`config.mk`:
```
export PLATFORM = sky130hd
export DESIGN_NAME = infix_expression_evaluator
export DESIGN_NICKNAME = d
export VERILOG_FILES = /design/src/hdl/iee_pkg.sv /design/src/hdl/iee_alu.sv /design/src/hdl/infix_expression_evaluator.sv
export SDC_FILE = /design/constraint.sdc
export NUM_CORES = 2
export LEC_CHECK = 0
export BUFFER_PORTS_ARGS = -buffer_cell sky130_fd_sc_hd__buf_2
export CORE_ASPECT_RATIO = 0.6
export CORE_MARGIN = 2
export CORE_UTILIZATION = 40
export DETAILED_ROUTE_END_ITERATION = 8
export HOLD_SLACK_MARGIN = 0.02
export PLACE_DENSITY = 0.59
export SKIP_LAST_GASP = 1
export SLEW_MARGIN = 20
export SYNTH_ARGS = -nofsm -noshare
export SYNTH_HDL_FRONTEND = slang
export SYNTH_SLANG_ARGS = --single-unit
```
`constraint.sdc`:
```
create_clock -name clk_i -period 10.9 [get_ports clk_i]
set_input_delay 2.18 -clock clk_i [delete_from_list [all_inputs] [get_ports clk_i]]
set_output_delay 2.18 -clock clk_i [all_outputs]
set_load 0.02 [all_outputs]
```
`src/hdl/iee_pkg.sv`:
```
// ----------------------------------------------------------------------------
// iee_pkg: shared types and constants of the expression evaluator
// Token and status codes, stack sizing, sequencer states and the ALU ports.
// ----------------------------------------------------------------------------
package iee_pkg;

  localparam int unsigned StackDepth = 32;
  localparam int unsigned PtrW       = $clog2(StackDepth);
  localparam int unsigned CntW       = $clog2(StackDepth + 1);

  typedef enum logic [2:0] {
    TK_NUM   = 3'd0,
    TK_ADD   = 3'd1,
    TK_SUB   = 3'd2,
    TK_MUL   = 3'd3,
    TK_DIV   = 3'd4,
    TK_OPEN  = 3'd5,
    TK_CLOSE = 3'd6,
    TK_END   = 3'd7
  } token_e;

  typedef enum logic [2:0] {
    ST_OK       = 3'd0,
    ST_DIVZERO  = 3'd1,
    ST_PAREN    = 3'd2,
    ST_OVERFLOW = 3'd3,
    ST_MISSING  = 3'd4
  } status_e;

  typedef enum logic [2:0] {
    S_IDLE,
    S_DECIDE,
    S_FETCH,
    S_ALU,
    S_OUT
  } state_e;

  typedef struct packed {
    logic        start;
    token_e      code;
    logic [31:0] a;
    logic [31:0] b;
  } alu_req_t;

  typedef struct packed {
    logic        done;
    logic [31:0] res;
  } alu_rsp_t;

endpackage

```
`src/hdl/iee_alu.sv`:
```
// ----------------------------------------------------------------------------
// iee_alu: shared arithmetic unit
// Add, subtract and multiply registered; signed division bit-serially.
// ----------------------------------------------------------------------------
module iee_alu (
  input  logic              clk_i,
  input  logic              rst_ni,
  input  iee_pkg::alu_req_t req_i,
  output iee_pkg::alu_rsp_t rsp_o
);

  logic        busy_q, busy_d;
  logic [5:0]  cnt_q, cnt_d;
  logic [31:0] quo_q, quo_d;
  logic [32:0] rem_q, rem_d;
  logic [31:0] div_q, div_d;
  logic        neg_q, neg_d;
  logic        done_q, done_d;
  logic [31:0] res_q, res_d;
  logic [32:0] trial;
  logic [31:0] abs_a, abs_b, quo_f;

  assign abs_a = req_i.a[31] ? (~req_i.a + 32'd1) : req_i.a;
  assign abs_b = req_i.b[31] ? (~req_i.b + 32'd1) : req_i.b;
  assign trial = {rem_q[31:0], quo_q[31]} - {1'b0, div_q};
  assign quo_f = {quo_q[30:0], ~trial[32]};

  always_comb begin
    busy_d = busy_q;
    cnt_d  = cnt_q;
    quo_d  = quo_q;
    rem_d  = rem_q;
    div_d  = div_q;
    neg_d  = neg_q;
    done_d = 1'b0;
    res_d  = res_q;
    if (req_i.start) begin
      case (req_i.code)
        iee_pkg::TK_ADD: begin
          res_d  = req_i.a + req_i.b;
          done_d = 1'b1;
        end
        iee_pkg::TK_SUB: begin
          res_d  = req_i.a - req_i.b;
          done_d = 1'b1;
        end
        iee_pkg::TK_MUL: begin
          res_d  = req_i.a * req_i.b;
          done_d = 1'b1;
        end
        default: begin
          busy_d = 1'b1;
          cnt_d  = 6'd0;
          quo_d  = abs_a;
          rem_d  = '0;
          div_d  = abs_b;
          neg_d  = req_i.a[31] ^ req_i.b[31];
        end
      endcase
    end else if (busy_q) begin
      // Restoring division: one quotient bit per cycle.
      quo_d = quo_f;
      rem_d = trial[32] ? {rem_q[31:0], quo_q[31]} : trial;
      cnt_d = cnt_q + 6'd1;
      if (cnt_q == 6'd31) begin
        busy_d = 1'b0;
        done_d = 1'b1;
        res_d  = neg_q ? (~quo_f + 32'd1) : quo_f;
      end
    end
  end

  always_ff @(posedge clk_i or negedge rst_ni) begin
    if (!rst_ni) begin
      busy_q <= 1'b0;
      done_q <= 1'b0;
      cnt_q  <= '0;
    end else begin
      busy_q <= busy_d;
      done_q <= done_d;
      cnt_q  <= cnt_d;
    end
  end

  always_ff @(posedge clk_i) begin
    quo_q <= quo_d;
    rem_q <= rem_d;
    div_q <= div_d;
    neg_q <= neg_d;
    res_q <= res_d;
  end

  assign rsp_o.done = done_q;
  assign rsp_o.res  = res_q;

endmodule

```
`src/hdl/infix_expression_evaluator.sv`:
```
// ----------------------------------------------------------------------------
// infix_expression_evaluator: two-stack operator-precedence evaluator
// ----------------------------------------------------------------------------
// One word per token on the input channel: op_i gives its kind, number_value_i
// the operand for a number. An operator goes through a decision and, for each
// reduction it triggers, through the ALU (add, subtract or multiply directly, a
// division through the bit-serial divider in iee_alu) and a write-back of the
// result. in_stall_o is high while a token is in work.
// When '=' closes the expression, or on an error, one result word appears on
// result_value_o and status_o with out_valid_o; the stacks are then reset to
// the bottom marker. While the receiver stalls, the result holds and no new
// token is taken. Reset empties both stacks; the stack memories need no
// clearing since only written entries are read.
// ----------------------------------------------------------------------------
module infix_expression_evaluator (
  input  logic               clk_i,
  input  logic               rst_ni,
  input  logic               in_valid_i,
  output logic               in_stall_o,
  input  logic [2:0]         op_i,
  input  logic signed [31:0] number_value_i,
  output logic               out_valid_o,
  input  logic               out_stall_i,
  output logic signed [31:0] result_value_o,
  output logic [2:0]         status_o
);

  localparam int unsigned Depth = iee_pkg::StackDepth;

  iee_pkg::state_e   state_q, state_d;
  iee_pkg::token_e   tok_q;
  logic [iee_pkg::CntW-1:0] ocnt_q, ocnt_d, vcnt_q, vcnt_d;
  logic [2:0]        ostk [Depth];
  logic [31:0]       vstk [Depth];
  logic [2:0]        top_q;
  logic [31:0]       va_q, vb_q;
  logic [31:0]       res_q, res_d;
  logic [2:0]        sts_q, sts_d;
  logic              push_o, push_v, wr_res, ld_tok;
  logic [31:0]       v_wdata;
  iee_pkg::alu_req_t req;
  iee_pkg::alu_rsp_t rsp;
  logic              push, reduce, emit;
  logic [2:0]        estat;
  logic [31:0]       evalue;
  logic [iee_pkg::PtrW-1:0] otop, vtop;

  iee_alu u_alu (.clk_i, .rst_ni, .req_i(req), .rsp_o(rsp));

  assign otop = iee_pkg::PtrW'(ocnt_q - 1'b1);
  assign vtop = iee_pkg::PtrW'(vcnt_q - 1'b1);

  // Stacks: registered reads of the tops; the value stack has two write ports.
  // The reduction result lands at the new top in the same edge that reads it,
  // so the top read takes the result directly.
  always_ff @(posedge clk_i) begin
    if (push_o) ostk[iee_pkg::PtrW'(ocnt_q)] <= tok_q;
    if (push_v) vstk[iee_pkg::PtrW'(vcnt_q)] <= v_wdata;
    if (wr_res) vstk[vtop] <= rsp.res;
    if (ld_tok) tok_q <= iee_pkg::token_e'(op_i);
    top_q <= (ocnt_q == 1) ? 3'(iee_pkg::TK_END) : ostk[otop];
    vb_q  <= wr_res ? rsp.res : vstk[vtop];
    va_q  <= vstk[iee_pkg::PtrW'(vcnt_q - 2'd2)];
    res_q <= res_d;
    sts_q <= sts_d;
  end

  // Precedence decision on the registered stack top.
  always_comb begin
    push   = 1'b0;
    reduce = 1'b0;
    emit   = 1'b0;
    estat  = 3'(iee_pkg::ST_OK);
    evalue = '0;
    case (top_q)
      3'(iee_pkg::TK_END): begin
        if (tok_q == iee_pkg::TK_CLOSE) begin
          emit = 1'b1; estat = 3'(iee_pkg::ST_PAREN);
        end else if (tok_q == iee_pkg::TK_END) begin
          emit = 1'b1;
          if (vcnt_q != 1) estat = 3'(iee_pkg::ST_MISSING);
          else evalue = vb_q;
        end else begin
          push = 1'b1;
        end
      end
      3'(iee_pkg::TK_OPEN): begin
        if (tok_q == iee_pkg::TK_END) begin
          emit = 1'b1; estat = 3'(iee_pkg::ST_PAREN);
        end else begin
          push = (tok_q != iee_pkg::TK_CLOSE);
        end
      end
      3'(iee_pkg::TK_ADD), 3'(iee_pkg::TK_SUB): begin
        push = tok_q inside {iee_pkg::TK_MUL, iee_pkg::TK_DIV, iee_pkg::TK_OPEN};
        reduce = !push;
      end
      default: begin
        push = (tok_q == iee_pkg::TK_OPEN);
        reduce = !push;
      end
    endcase
    if (push && ocnt_q >= Depth) begin
      push = 1'b0; emit = 1'b1; estat = 3'(iee_pkg::ST_OVERFLOW);
    end
    if (reduce && vcnt_q < 2) begin
      reduce = 1'b0; emit = 1'b1; estat = 3'(iee_pkg::ST_MISSING);
    end
    if (reduce && top_q == 3'(iee_pkg::TK_DIV) && vb_q == '0) begin
      reduce = 1'b0; emit = 1'b1; estat = 3'(iee_pkg::ST_DIVZERO);
    end
  end

  // Next state.
  always_comb begin
    state_d = state_q;
    case (state_q)
      iee_pkg::S_IDLE:
        if (in_valid_i) begin
          if (op_i == 3'(iee_pkg::TK_NUM)) begin
            if (vcnt_q >= Depth) state_d = iee_pkg::S_OUT;
          end else begin
            state_d = iee_pkg::S_DECIDE;
          end
        end
      iee_pkg::S_DECIDE:
        if (emit) state_d = iee_pkg::S_OUT;
        else if (reduce) state_d = iee_pkg::S_ALU;
        else state_d = iee_pkg::S_IDLE;
      iee_pkg::S_ALU:
        if (rsp.done) state_d = iee_pkg::S_FETCH;
      iee_pkg::S_FETCH:
        state_d = iee_pkg::S_DECIDE;
      iee_pkg::S_OUT:
        if (!out_stall_i) state_d = iee_pkg::S_IDLE;
      default: state_d = iee_pkg::S_IDLE;
    endcase
  end

  // Outputs and datapath control.
  always_comb begin
    ocnt_d    = ocnt_q;
    vcnt_d    = vcnt_q;
    res_d     = res_q;
    sts_d     = sts_q;
    push_o    = 1'b0;
    push_v    = 1'b0;
    wr_res    = 1'b0;
    ld_tok    = 1'b0;
    v_wdata   = number_value_i;
    req.start = 1'b0;
    req.code  = iee_pkg::token_e'(top_q);
    req.a     = va_q;
    req.b     = vb_q;
    case (state_q)
      iee_pkg::S_IDLE:
        if (in_valid_i) begin
          ld_tok = 1'b1;
          if (op_i == 3'(iee_pkg::TK_NUM)) begin
            if (vcnt_q >= Depth) begin
              res_d = '0; sts_d = 3'(iee_pkg::ST_OVERFLOW);
            end else begin
              push_v = 1'b1; vcnt_d = vcnt_q + 1'b1;
            end
          end
        end
      iee_pkg::S_DECIDE:
        if (emit) begin
          res_d = evalue; sts_d = estat;
        end else if (reduce) begin
          req.start = 1'b1;
          ocnt_d = ocnt_q - 1'b1;
        end else if (push) begin
          push_o = 1'b1; ocnt_d = ocnt_q + 1'b1;
        end else begin
          ocnt_d = ocnt_q - 1'b1;  // close meets its open
        end
      iee_pkg::S_ALU:
        if (rsp.done) begin
          vcnt_d = vcnt_q - 1'b1;
        end
      iee_pkg::S_FETCH:
        wr_res = 1'b1;
      iee_pkg::S_OUT:
        if (!out_stall_i) begin
          ocnt_d = iee_pkg::CntW'(1); vcnt_d = '0;
        end
      default: ;
    endcase
  end

  always_ff @(posedge clk_i or negedge rst_ni) begin
    if (!rst_ni) begin
      state_q <= iee_pkg::S_IDLE;
      ocnt_q  <= iee_pkg::CntW'(1);
      vcnt_q  <= '0;
    end else begin
      state_q <= state_d;
      ocnt_q  <= ocnt_d;
      vcnt_q  <= vcnt_d;
    end
  end

  assign in_stall_o     = (state_q != iee_pkg::S_IDLE);
  assign out_valid_o    = (state_q == iee_pkg::S_OUT);
  assign result_value_o = res_q;
  assign status_o       = sts_q;

  a_cnt_range: assert property (@(posedge clk_i) disable iff (!rst_ni)
    ocnt_q >= 1 && ocnt_q <= Depth && vcnt_q <= Depth)
    else $error("stack count out of range");
  a_err_zero: assert property (@(posedge clk_i) disable iff (!rst_ni)
    out_valid_o && status_o != 3'(iee_pkg::ST_OK) |-> result_value_o == '0)
    else $error("error result not zero");
  a_out_reset: assert property (@(posedge clk_i) disable iff (!rst_ni)
    out_valid_o && !out_stall_i |=> ocnt_q == 1 && vcnt_q == 0)
    else $error("stacks not reset after result");
  a_alu_done: assert property (@(posedge clk_i) disable iff (!rst_ni)
    rsp.done |-> state_q == iee_pkg::S_ALU)
    else $error("alu result outside reduction");

endmodule

```
==> metrics.cfg <==
[synth]
async_flop_share_pct=1.704
synth_top_area_share_pct=46.83
avgSynthCellArea_sq_um=14.13
netlist_area_sq_um=82530
syn_inst=5842
yosysWarnings=0
synth-seq-area-share_pct=48.50
synth_area_leaders=edfxtp_1 (47%), mux4_2 (16%), fa_1 (9.9%), ha_1 (3.0%), inv_1 (2.3%)
ys_types=93
ys_seq_elements=1350
syn_nets=6492
synth_most_common_cell=edfxtp_1
ys.flop_type=edfxtp_1
synth_top_cell_by_area=edfxtp_1
yosys-top-cells-count=edfxtp_1 (1287), mux4_2 (597), inv_1 (513)
synth_edf_count=1287

[sta]
hold_viol_final=0
fin_setup_tns_ns=0
finalCriticalPeriod_ns=10.49
max_freq_ghz=0.09531
tightest_slew_ns=1.261
slew_headroom_pct=15.81
final.period_utilization_pct=96.25
final.setup_skew_ns=0.06879
final_max_slew_viol_count=0
setup_violations=0
rsz0062_at_grt=false

[run_status]
status=finished, final reports clean

[cts]
clk_latency_ns=0.82
cts_buffer_depth=4
cts_setup_buffers=0
cts_resized=0
cts_tree=done
clk_pin_slew_worst_paths_ns=0.06
clock-sinks=1350
htree_levels=4
cts_root_buf=clkbuf_16
cts_buffers=140
cts_hold_buf=0

[place]
placement.io_buffers=75
hpwl_microns=187400
gp_congestion=0.9732

[die]
num_io_pins=76
die-area_sq_um=210100
start_util_pct=40.14
fp.dieW_microns=590.4
std_cell_rows=129
fp.dieH_microns=355.9
fp.coreArea_sq_um=205600

[global_route]
grt_pass1_wl_microns=401500
grt_max_degree=95
grt.total_usage_pct=26.91
gr-total-overflow=0
grt_pass1_vias=52400
antenna_found_initial=19

[min_path]
min_path_cells=1
hold_path.class=reg2reg

[detailed_routing]
vias=54500
drt-wirelength-per-cell_microns=32.45
viasPerCell=6.225
first_iter_violations=8588
drc=0
ant_nets=0
firstDrtPassIters=6
wirelength_microns=284100

[final_layout]
fin_util_pct=44.43
syn2layout_area_growth_pct=10.70
drive_gt1_share_pct=20.19
fin_nets=6553

[critical_path]
critPathCapture=u_alu.res_q[30]
cp-start-kind=register
crit_path_frequent_cell=fa_1
worstPathArrival_ns=11.16
r2r-end=u_alu.res_q[30]
critPathSlowestCell=dfxtp_4
path_class=reg2reg
worst-path-max-fanout=34
max_stage_delay_ns=0.82
end_kind=register
cp.required_ns=11.57
r2r_slack_ns=0.41
reg2reg_depth=26

[flow_run]
cap_viol_max_count=0

-- stage by stage --
| step | cell area, sq um | cells | hold WS (ns) | setup slack [ns] |
|---|---|---|---|---|
| after detailed placement | 86920 | 8512 | 0.4570 | 0.6951 |
| after CTS | 91320 | 8753 | 0.4662 | 0.6075 |
| final | 91360 | 8755 | 0.4619 | 0.4083 |
| after floorplan | 82530 | 5842 | 0.4324 | 1.298 |
| after global routing | 91360 | 8753 | 0.4932 | 0.08780 |
| after global placement | 86910 | 8512 | 0.4414 | 0.6921 |
-- worst min path at each step --
stage	from	to	slack, ns
floorplan	u_alu.cnt_q[5]	u_alu.cnt_q[5]	0.43
global route	u_alu.cnt_q[5]	u_alu.cnt_q[5]	0.49
detailed placement	u_alu.done_q	state_q[0]	0.46
finish	u_alu.done_q	state_q[0]	0.46
CTS	u_alu.done_q	state_q[0]	0.47
global placement	u_alu.done_q	state_q[0]	0.44
-- sequential cells by signal (all words and copies together) (netlist names), named ones only --
| name | flops |
|---|---|
| ocnt_q | 6 |
| ostk | 96 |
| result_value_o | 32 |
| state_q | 3 |
| status_o | 3 |
| tok_q | 3 |
| top_q | 3 |
| u_alu.busy_q | 1 |
| u_alu.cnt_q | 6 |
| u_alu.div_q | 32 |
| u_alu.done_q | 1 |
| u_alu.neg_q | 1 |
| u_alu.quo_q | 32 |
| u_alu.rem_q | 32 |
| u_alu.res_q | 32 |
| va_q | 32 |
| vcnt_q | 6 |
| vstk | 1024 |
-- cell families (layout without fill, tap and decap cells) --
group | Yosys count | after routing | share of synthesized area, %
fa+ha+maj | 611 | 611 | 12.99
xor+xnor | 239 | 239 | 2.720
compound gates | 589 | 589 | 4.612
simple gates | 1408 | 1408 | 8.402
buf+inv | 872 | 1032 | 4.266
mux | 773 | 773 | 18.51
flops | 1350 | 1350 | 48.50
other cells | 0 | 2 | 0
-- layout make-up --
type / count / area [sq um]
flip-flops and latches: 1350 / 40050
inverters: 523 / 1966
diodes: 2 / 5.005
clock buffers: 184 / 3812
well taps: 2751 / 3442
repair buffers: 268 / 2012
fillers: 18280 / 114300
multi-input cells: 3620 / 39480
clock inverters: 57 / 594.3
-- worst max-delay path: cells and delay by family, from the launching register on --
family                     cells  cell delay (ns)
muxes                          3             1.68
adders and majority gates      9             4.42
DFF                            1             0.82
and+or+nand+nor                4             1.04
buffers and inverters          5             1.11
AOI/OAI and AO/OA              5             1.18
-- cells in the final DEF (no fill, tap or decap), types with 46 or more instances in the layout --
cell / instances
mux2i_1: 123
o21ai_1: 60
nor2_1: 251
o21ai_0: 78
edfxtp_1: 1287
a21o_1: 46
xor2_1: 102
nand2_1: 467
ha_1: 199
clkbuf_16: 143
nand3_1: 50
buf_2: 75
nand2b_1: 67
nor2b_1: 171
buf_4: 178
a21oi_1: 140
xnor2_1: 123
fa_1: 410
inv_1: 512
mux4_2: 597
and2_1: 163
-- per-layer routing --
layer,global-route usage [%],vias to the layer above,routed length [microns]
met1,41.48,28420,122700
met4,5.990,16,6827
li1,-,21660,-
met3,10.17,411,42460
met2,35.38,3990,111800
met5,0.6289,-,280
Power is left out: the tool's default activity adds up to more than one toggle a clock period on the data nets, which glitch-free logic cannot reach.
